$ cat config.mk
export PLATFORM = sky130hd
export DESIGN_NAME = rmr_front
export DESIGN_NICKNAME = d
export VERILOG_FILES = /design/src/hw/rtl/rmr_pkg.sv /design/src/hw/rtl/rmr_front.sv
export SDC_FILE = /design/constraint.sdc
export NUM_CORES = 1
export LEC_CHECK = 0
export BUFFER_PORTS_ARGS = -buffer_cell sky130_fd_sc_hd__buf_4
export CAP_MARGIN = 0
export CORE_MARGIN = 2
export CORE_UTILIZATION = 30
export DETAILED_ROUTE_END_ITERATION = 8
export HOLD_SLACK_MARGIN = 0.03
export PLACE_DENSITY = 0.63
export SETUP_SLACK_MARGIN = 0.05
export SLEW_MARGIN = 30
export SYNTH_ARGS = -nofsm -noshare
export SYNTH_HDL_FRONTEND = slang
export SYNTH_SLANG_ARGS = --single-unit
$ cat constraint.sdc
create_clock -name clk -period 1.4 [get_ports clk]
set_input_delay 0.28 -clock clk [delete_from_list [all_inputs] [get_ports clk]]
set_output_delay 0.28 -clock clk [all_outputs]
set_load 0.05 [all_outputs]
$ cat src/hw/rtl/rmr_pkg.sv
// Package for the radio message reassembler: constants, codes and the
// front-to-back word type. No dependencies.
package rmr_pkg;
	localparam int MaxMessage = 1024;
	localparam int MaxFragmentData = 245;
	localparam int MaxFragments = 16;
	localparam int MaxPacket = 255;
	localparam int HdrLen = 10;
	localparam logic [15:0] CrcInit = 16'hFFFF;
	localparam logic [15:0] CrcPoly = 16'h1021;

	localparam logic [1:0] CMD_BYTE = 2'd0;
	localparam logic [1:0] CMD_FAIL = 2'd1;
	localparam logic [1:0] CMD_FETCH = 2'd2;

	localparam logic [2:0] ST_FRAG_OK = 3'd0;
	localparam logic [2:0] ST_COMPLETE = 3'd1;
	localparam logic [2:0] ST_BAD_HDR = 3'd2;
	localparam logic [2:0] ST_SEQ_ERR = 3'd3;
	localparam logic [2:0] ST_TOO_LONG = 3'd4;
	localparam logic [2:0] ST_CRC_ERR = 3'd5;
	localparam logic [2:0] ST_RADIO_FAIL = 3'd6;
	localparam logic [2:0] ST_NOTHING = 3'd7;

	// One word from the front part to the back part.
	typedef struct packed {
		logic [1:0] cmd;
		logic [7:0] rx_byte;
		logic end_of_packet;
	} rmr_word_t;

	function automatic logic [15:0] crc_update(input logic [15:0] crc, input logic [7:0] b);
		logic [15:0] c;
		c = crc ^ {b, 8'h00};
		for (int k = 0; k < 8; k++) begin
			if (c[15]) c = {c[14:0], 1'b0} ^ CrcPoly;
			else c = {c[14:0], 1'b0};
		end
		return c;
	endfunction
endpackage

$ cat src/hw/rtl/rmr_front.sv
// Front part: accepts input words into a two-entry queue.
// Depends on rmr_pkg.
module rmr_front import rmr_pkg::*; (
	input logic clk,
	input logic arst_n,
	input logic in_valid,
	output logic in_stall,
	input rmr_word_t in_word,
	output logic q_valid,
	input logic q_pop,
	output rmr_word_t q_word
);
	rmr_word_t buf_q [2];
	logic rd_q, wr_q;
	logic [1:0] cnt_q;
	logic push;

	assign in_stall = (cnt_q == 2'd2);
	assign push = in_valid && !in_stall;
	assign q_valid = (cnt_q != 2'd0);
	assign q_word = buf_q[rd_q];

	always_ff @(posedge clk or negedge arst_n) begin
		if (!arst_n) begin
			rd_q <= 1'b0;
			wr_q <= 1'b0;
			cnt_q <= 2'd0;
		end else begin
			if (push) wr_q <= ~wr_q;
			if (q_pop) rd_q <= ~rd_q;
			cnt_q <= cnt_q + {1'b0, push} - {1'b0, q_pop};
		end
	end

	always_ff @(posedge clk) begin
		if (push) buf_q[wr_q] <= in_word;
	end
endmodule

* After elaboration in Yosys (flattened, before gate mapping)
Memory sizes are Yosys's and may differ from the RTL's. Cells that the tools add are included.
Word-level totals: bits in registers 4, memory bits (writable) 22, word-level logic and storage cells 14, memories 1
Operators by class: $add $sub $neg 2, equal/unequal tests 1, mux-type cells 2, bitwise gates (word level) 2, reduce and logical (&&, ||, !) cells 3
Memory list:
- buf_q | depth 2, width 11, rd ports 1, clocked after Yosys merged registers in 0, write ports 1, line rmr_front.sv:13 | rmr_word_t buf_q [2];
Operator list (count):
- adder 2 x 1 -> 2 bit | 1
- == test 2 bit (second input constant) | 1
- 2-to-1 mux 1 bit | 2
- NOT 1 bit | 2
- nonzero test 2 bit | 1
- subtractor 2 x 1 -> 2 bit | 1
- logical AND 1 bit | 1
- logical NOT 1 bit | 1

* Longest topological paths before layout
Gate-level depths: netlist (run 1).
word-level depth 5, mapped depth 7

* Worst setup path after synthesis (run 1)
OpenSTA, ideal clock, no wires.
path type register to register, from register cnt_q[1], to memory buf_q[0][0] (netlist name), enable pin, library setup time 0.378 ns, data arrival time 1.076 ns, data required time 1.022 ns, path slack -0.054 ns, stages on the path, launching flop included 4, path buffers 0, clock period less this slack 1.454 ns, path through dfrtp_1 -> nand2b_1 -> nand2_1 -> nor2_1
On the way: cells in the longest elaborated chain, start to end 5
RTL lines:
- start, declared | line rmr_front.sv:15 | logic [1:0] cnt_q;
- start signal, assigned | line rmr_front.sv:31 | cnt_q <= cnt_q + {1'b0, push} - {1'b0, q_pop};
- == test 2 bit | line rmr_front.sv:18 | assign in_stall = (cnt_q == 2'd2);
- logical NOT 1 bit | line rmr_front.sv:19 | assign push = in_valid && !in_stall;
- logical AND 1 bit | line rmr_front.sv:19
- 2-to-1 mux 1 bit | line rmr_front.sv:36 | if (push) buf_q[wr_q] <= in_word;
- 2-to-1 mux 1 bit (implied by the code) | line rmr_front.sv:36
- end, declared | line rmr_front.sv:13
Every way passes these cells.

==> flow_metrics.tcl, run 1 <==
set metrics [dict create \
    ios 28 \
    synthAdderAreaFrac_pct 2.44 \
    maxCapViolations 0 \
    grt_overflow 0 \
    hold_class "in -> reg" \
    hold_viol 0 \
    postSynthCellCount 51 \
    dpl_cell_area_um2 1380 \
    timing.final.crit_share_pct 118 \
    clkSlewWorstSetupHoldPaths_ns 0.14 \
    grt_pass1_wl_mm 2.64 \
    grt_util_all_layers_pct 8.94 \
    ir_drop_v 0.00131 \
    ff2ff_setup_slack_ns -0.09 \
    drt-total-wl_mm 1.69 \
    final_area_um2 1570 \
    reg2reg_from "cnt_q[1]" \
    cts_buffer_depth 2 \
    ant_nets 0 \
    grt_max_degree 15 \
    syn_avg_cell_area_um2 20.1 \
    seq_area_frac_synth_pct 74.3 \
    port_buffers 27 \
    setup.worst_path.end "q_word[10]" \
    synth_top_family_by_area "multiplexers" \
    n_antenna_cell 0 \
    rows 21 \
    cp-end-kind "output pin" \
    drt-vias-per-instance 4.04 \
    r2r_cells 8 \
    dieArea_um2 3900 \
    htree_levels 1 \
    startpoint "rd_q" \
    routabilityCongestion 0.706 \
    finalCriticalPeriod_ns 1.66 \
    cts_tree "built" \
    rsz0062_at_grt "true" \
    insertion_delay_ns 0.32 \
    syn-cell-area_um2 1020 \
    first_iter_violations 15 \
    synth_xor_area_share_pct 3.42 \
    cts_buffers 3 \
    core_region_area_um2 3310 \
    start_kind "flip-flop" \
    ys_warn_count 0 \
    post_drt_wl_per_cell_um 12.1 \
    setup_viol 14 \
    worstReg2RegEnd "cnt_q[1]" \
    fin_ws_ns -0.256 \
    worstMarginPinSlew_ns 0.195 \
    vias 561 \
    finalHoldWorstSlack_ns 0.136 \
    fmax_mhz 604 \
    fin_nets 111 \
    relSlewSlack_pct 87.0 \
    root_buffer "clkbuf_4" \
    synth.distinct_cells 14 \
    drcViolationCount 0 \
    leakage_uw 0.000649 \
    area_growth_syn_to_layout_pct 53.8 \
    violations "setup timing" \
    path_max_fanout 8 \
    synth-compound-area-share_pct 0 \
    grt_pass1_vias 563 \
    die_height_um 62.4 \
    die-width_um 62.4 \
    synth_nets 68 \
    cts.sinks 26 \
    pre_cts_ws_ns 0.00196 \
    synth.area.mux_share_pct 15.4 \
    first_pass_iters 4 \
    arrival_ns 1.38 \
    yosys.area_share.simple_pct 2.57 \
    start_util_pct 30.9 \
    antenna_found_initial 0 \
    status "finished with violations" \
    p_per_area_nw_per_um2 2370 \
    clock_skew_ns 0.00570 \
    hpwlAfterDp_mm 1.20 \
    nFillCells 297 \
    critPathKind "reg -> out" \
    required_ns 1.12 \
    ys_ff_latch 26 \
    slew_viol_final 0 \
    final_layout_size_suffix_gt1_share_pct 67.7 \
]
cells in the mapped netlist:
cell      count  area share [%]
nor2_1        1            0.37
dfrtp_1       4             9.8
edfxtp_1     22              65
xor2_1        1            0.86
mux2_4        9              13
inv_1         2            0.73
ha_1          2             2.4
mux2_2        2             2.2
xnor2_1       3             2.6
nand2b_1      1            0.61
and3_1        1            0.61
buf_6         1             1.1
nand2_1       1            0.37
or2_2         1            0.61
worst min path at each step:
stage	from	endpoint	slack, ns	cells past startpoint
after floorplan	arst_n	cnt_q[0]	-0.02	0
after global routing	in_word[2]	buf_q[0][2]	0.11	1
after global placement	arst_n	cnt_q[0]	0.08	1
final	in_word[10]	buf_q[0][10]	0.14	1
after detailed placement	arst_n	wr_q	0.08	1
after CTS	in_word[2]	buf_q[0][2]	0.13	1
area by class of cell:
cell class              instances  area, um2  area share, %
flip-flops and latches         26        761           48.3
repair buffers                 39        398           25.3
multi-input cells              22        314           20.0
well taps                      46       57.6           3.66
clock buffers                   4       36.3           2.31
inverters                       2       7.51          0.477
layout by cell type, fill, tap and decap left out, types with 2 or more instances in the layout:
cell / count
xnor2_1: 2
inv_2: 2
edfxtp_1: 22
mux2_4: 11
ha_4: 2
clkbuf_4: 3
buf_6: 16
buf_4: 17
buf_8: 4
dfrtp_1: 4
sequential cells by signal (all words and copies together) (netlist names):
register	count
wr_q	1
rd_q	1
buf_q	22
cnt_q	2
metrics by stage:
step                total power, uW  TNS [ns]  util [%]  std cells
finish                         3730     -2.96      47.5        139
global route                   3880     -3.76      47.5        139
CTS                            3720     -3.11      47.0        138
detailed placement             2980         0      41.7        129
global placement               2950         0      41.7        129
floorplan                      2450         0         -         51
layer usage:
metal	share of wire, %	global-route usage [%]
met1	47	11.9
met2	47	13.8
met3	4.4	2.16
met4	1.4	4.17
met5	0	0
critical path: stages, from the launching register on:
cell	delay (ns)
dfrtp_1	0.44
buf_12	0.16
mux2_4	0.30
buf_8	0.15
logic make-up after synthesis:
family / count (synthesis)
multiplexers: 11
buffers and inverters: 3
flip-flops: 26
AND/OR/NAND/NOR: 5
adder cells (fa/ha/maj): 2
XOR/XNOR: 4
power breakdown:
part	internal (uW)	leakage [uW]	switching (uW)
Combinational	1070	0.000377	1110
Clock	159	0.0000210	219
Sequential	1070	0.000251	95.7
Total	2300	0.000649	1430
repair_timing:
action / CTS / global route
setup endpoints to repair: 25 / 36
endpoints found under the hold margin: 4 / 0
pin swaps: 4 / 2
resized for setup: 28 / 3
setup buffers: 4 / 1
hold buffers: 1 / 0
No activity file was read; power rests on OpenSTA's default activity.
==> run 2: changes to the inputs <==
- ABC_AREA: default -> 1
==> run 2 against run 1 <==
The flow still finishes with violations (setup timing). Count of clock-buffer cells in the layout decreased by 1. Wire length is 17% higher. Clock power rose by 34%. Maximum frequency up 8.2%. Critical path type unchanged. Die area increased by 2.5%. Synthesized cell count is 67% higher. Non-clock buffer count decreased by 1. Sequential share of layout area fell by 0.071 points. Sequential power barely moved. First-iteration DRC count rose by 6.7%.
==> flow_metrics.tcl, run 2 <==
set metrics [dict create \
    violations "setup timing" \
    nFillCells 318 \
    pre_cts_ws_ns -0.0135 \
    postSynthCellCount 85 \
    synth_top_area_share_pct 62.9 \
    synth.distinct_cells 11 \
    critPathMaxStageDelay_ns 0.45 \
    grt_pass1_vias 708 \
    drcViolationCount 0 \
    die-width_um 63.2 \
    area_growth_syn_to_layout_pct 50.5 \
    syn-cell-area_um2 1050 \
    ys.flop_type "edfxtp_1" \
    ys_warn_count 0 \
    core_region_area_um2 3360 \
    setup_viol 11 \
    cts_buffers 3 \
    crit_buf_inv 2 \
    rows 21 \
    clkSlewWorstSetupHoldPaths_ns 0.14 \
    ir_drop_v 0.00136 \
    first_iter_violations 16 \
    final_layout_size_suffix_gt1_share_pct 52.8 \
    synth_nets 102 \
    leakage_uw 0.000700 \
    rsz0062_at_grt "true" \
    routabilityCongestion 0.600 \
    insertion_delay_ns 0.31 \
    htree_levels 1 \
    fin_ws_ns -0.130 \
    ios 28 \
    seq_area_frac_synth_pct 72.4 \
    cts_tree "built" \
    dp.cells 159 \
    hold_class "in -> reg" \
    cts.sinks 26 \
    hpwlAfterDp_mm 1.26 \
    drt-total-wl_mm 1.96 \
    finalCriticalPeriod_ns 1.53 \
    maxCapViolations 0 \
    critPathKind "reg -> out" \
    netlist_top_cells_area "edfxtp_1 63%, dfrtp_1 9.5%, nand2_1 7.5%, inv_1 6.8%, o21ai_0 3.3%" \
    final_cell_mix "22 x edfxtp_1, 21 x buf_4, 17 x nand2_1" \
    synth_edf_count 22 \
    start_util_pct 31.2 \
    port_buffers 27 \
    synth.most_common_cell "edfxtp_1" \
    grt_max_degree 21 \
    final_area_um2 1580 \
    synthTopCellsByCount "22 x edfxtp_1, 21 x nand2_1, 19 x inv_1" \
    first_pass_iters 4 \
    dpl_cell_area_um2 1330 \
    ant_nets 0 \
    clock_skew_ns 0.00129 \
    fin_util_pct 47.0 \
    largest_register "buf_q" \
    p_total_uw 3890 \
    fmax_mhz 654 \
    cpMaxStageDelayCell "dfrtp_2" \
    grt_util_all_layers_pct 9.94 \
    cp-end-kind "output pin" \
    antenna_found_initial 0 \
    synth_top_area_cell "edfxtp_1" \
    timing.final.crit_share_pct 109 \
    grt_pass1_wl_mm 3.00 \
    async_flop_share_pct 15.4 \
    n_antenna_cell 0 \
    largest_reg_flops 22 \
    top_regs "buf_q x22, cnt_q x2" \
    p_per_area_nw_per_um2 2460 \
    hold_viol 0 \
    path_cells "buf_12, o21ai_2, buf_6" \
    layout_commonest_cell "edfxtp_1" \
    slew_viol_final 0 \
    fin_cells 171 \
    status "finished with violations" \
    arrival_ns 1.25 \
    crit_family "flip-flops" \
    drt-vias-per-instance 4.28 \
    die_height_um 63.2 \
    start_kind "flip-flop" \
    required_ns 1.12 \
    post_drt_wl_per_cell_um 11.5 \
    relSlewSlack_pct 90.7 \
    fin_nets 143 \
    syn_avg_cell_area_um2 12.4 \
    dieArea_um2 3990 \
    path_max_fanout 20 \
    ys_ff_latch 26 \
    root_buffer "clkbuf_4" \
    vias 732 \
    cts_buffer_depth 2 \
    grt_overflow 0 \
    worstMarginPinSlew_ns 0.140 \
]
==> run 2: cell count changes after synthesis, sizes merged, moves of 2 or more <==
cell,change
inv,+17
nand3,+2
o21ai,+11
mux2,-11
xnor2,-3
nand2,+20
==> run 2: kinds of logic after synthesis <==
kind of cell    synth area share (%)
xor+xnor                       0.833
compound gates                  6.67
simple gates                    8.81
flops                           72.4
fa+ha+maj                       2.38
buf+inv                         8.93
==> run 2: repair_timing <==
| item | CTS | global route |
|---|---|---|
| endpoints found under the setup margin | 15 | 37 |
| resized for setup | 30 | 10 |
| hold buffers | 1 | 0 |
| setup buffers | 5 | 2 |
| hold endpoints to repair | 4 | 0 |
| pin swaps | 3 | 2 |
| gates cloned | 0 | 0 |
==> run 2: per-layer routing <==
layer	vias up	track usage [%]	part of all wire, %
met1	345	9.97	36
li1	358	-	-
met5	-	0	0
met2	25	18.9	57
met4	0	2.72	1.6
met3	4	3.93	5.2
==> run 2: where the power goes <==
part	switching, uW	leakage, uW	internal [uW]
clock	217	0.0000279	289
combinational	1360	0.000422	854
sequential	93.5	0.000250	1070
==> run 2: area by class of cell <==
cell class                      instances  area (um2)  area share (%)
Clock buffer                            3        22.5            1.42
Clock inverter                          1        30.0            1.90
Inverter                               19        71.3            4.51
Multi-Input combinational cell         38         273            17.2
Sequential cell                        26         763            48.3
Tap cell                               46        57.6            3.64
Timing Repair Buffer                   38         364            23.0
==> run 2: worst paths after layout <==
| kind | from | end | slack [ns] | depth (start not counted) |
|---|---|---|---|---|
| max | rd_q | q_word[2] | -0.13 | 3 |
| max reg2reg | cnt_q[0] | cnt_q[1] | 0.07 | 9 |
| min | in_word[8] | buf_q[0][8] | 0.14 | 1 |
| min reg2reg | wr_q | wr_q | 0.55 | 2 |
| max in group asynchronous | arst_n | rd_q | 1.01 | 2 |
| min in group asynchronous | arst_n | wr_q | 0.27 | 2 |
==> run 2: through the flow <==
stage	setup TNS, ns	hold WS [ns]
finish	-1.34	0.137
global route	-2.08	0.102
CTS	-1.55	0.124
detailed placement	-0.0135	0.0815
global placement	0	0.0794
floorplan	-0.968	-0.0156
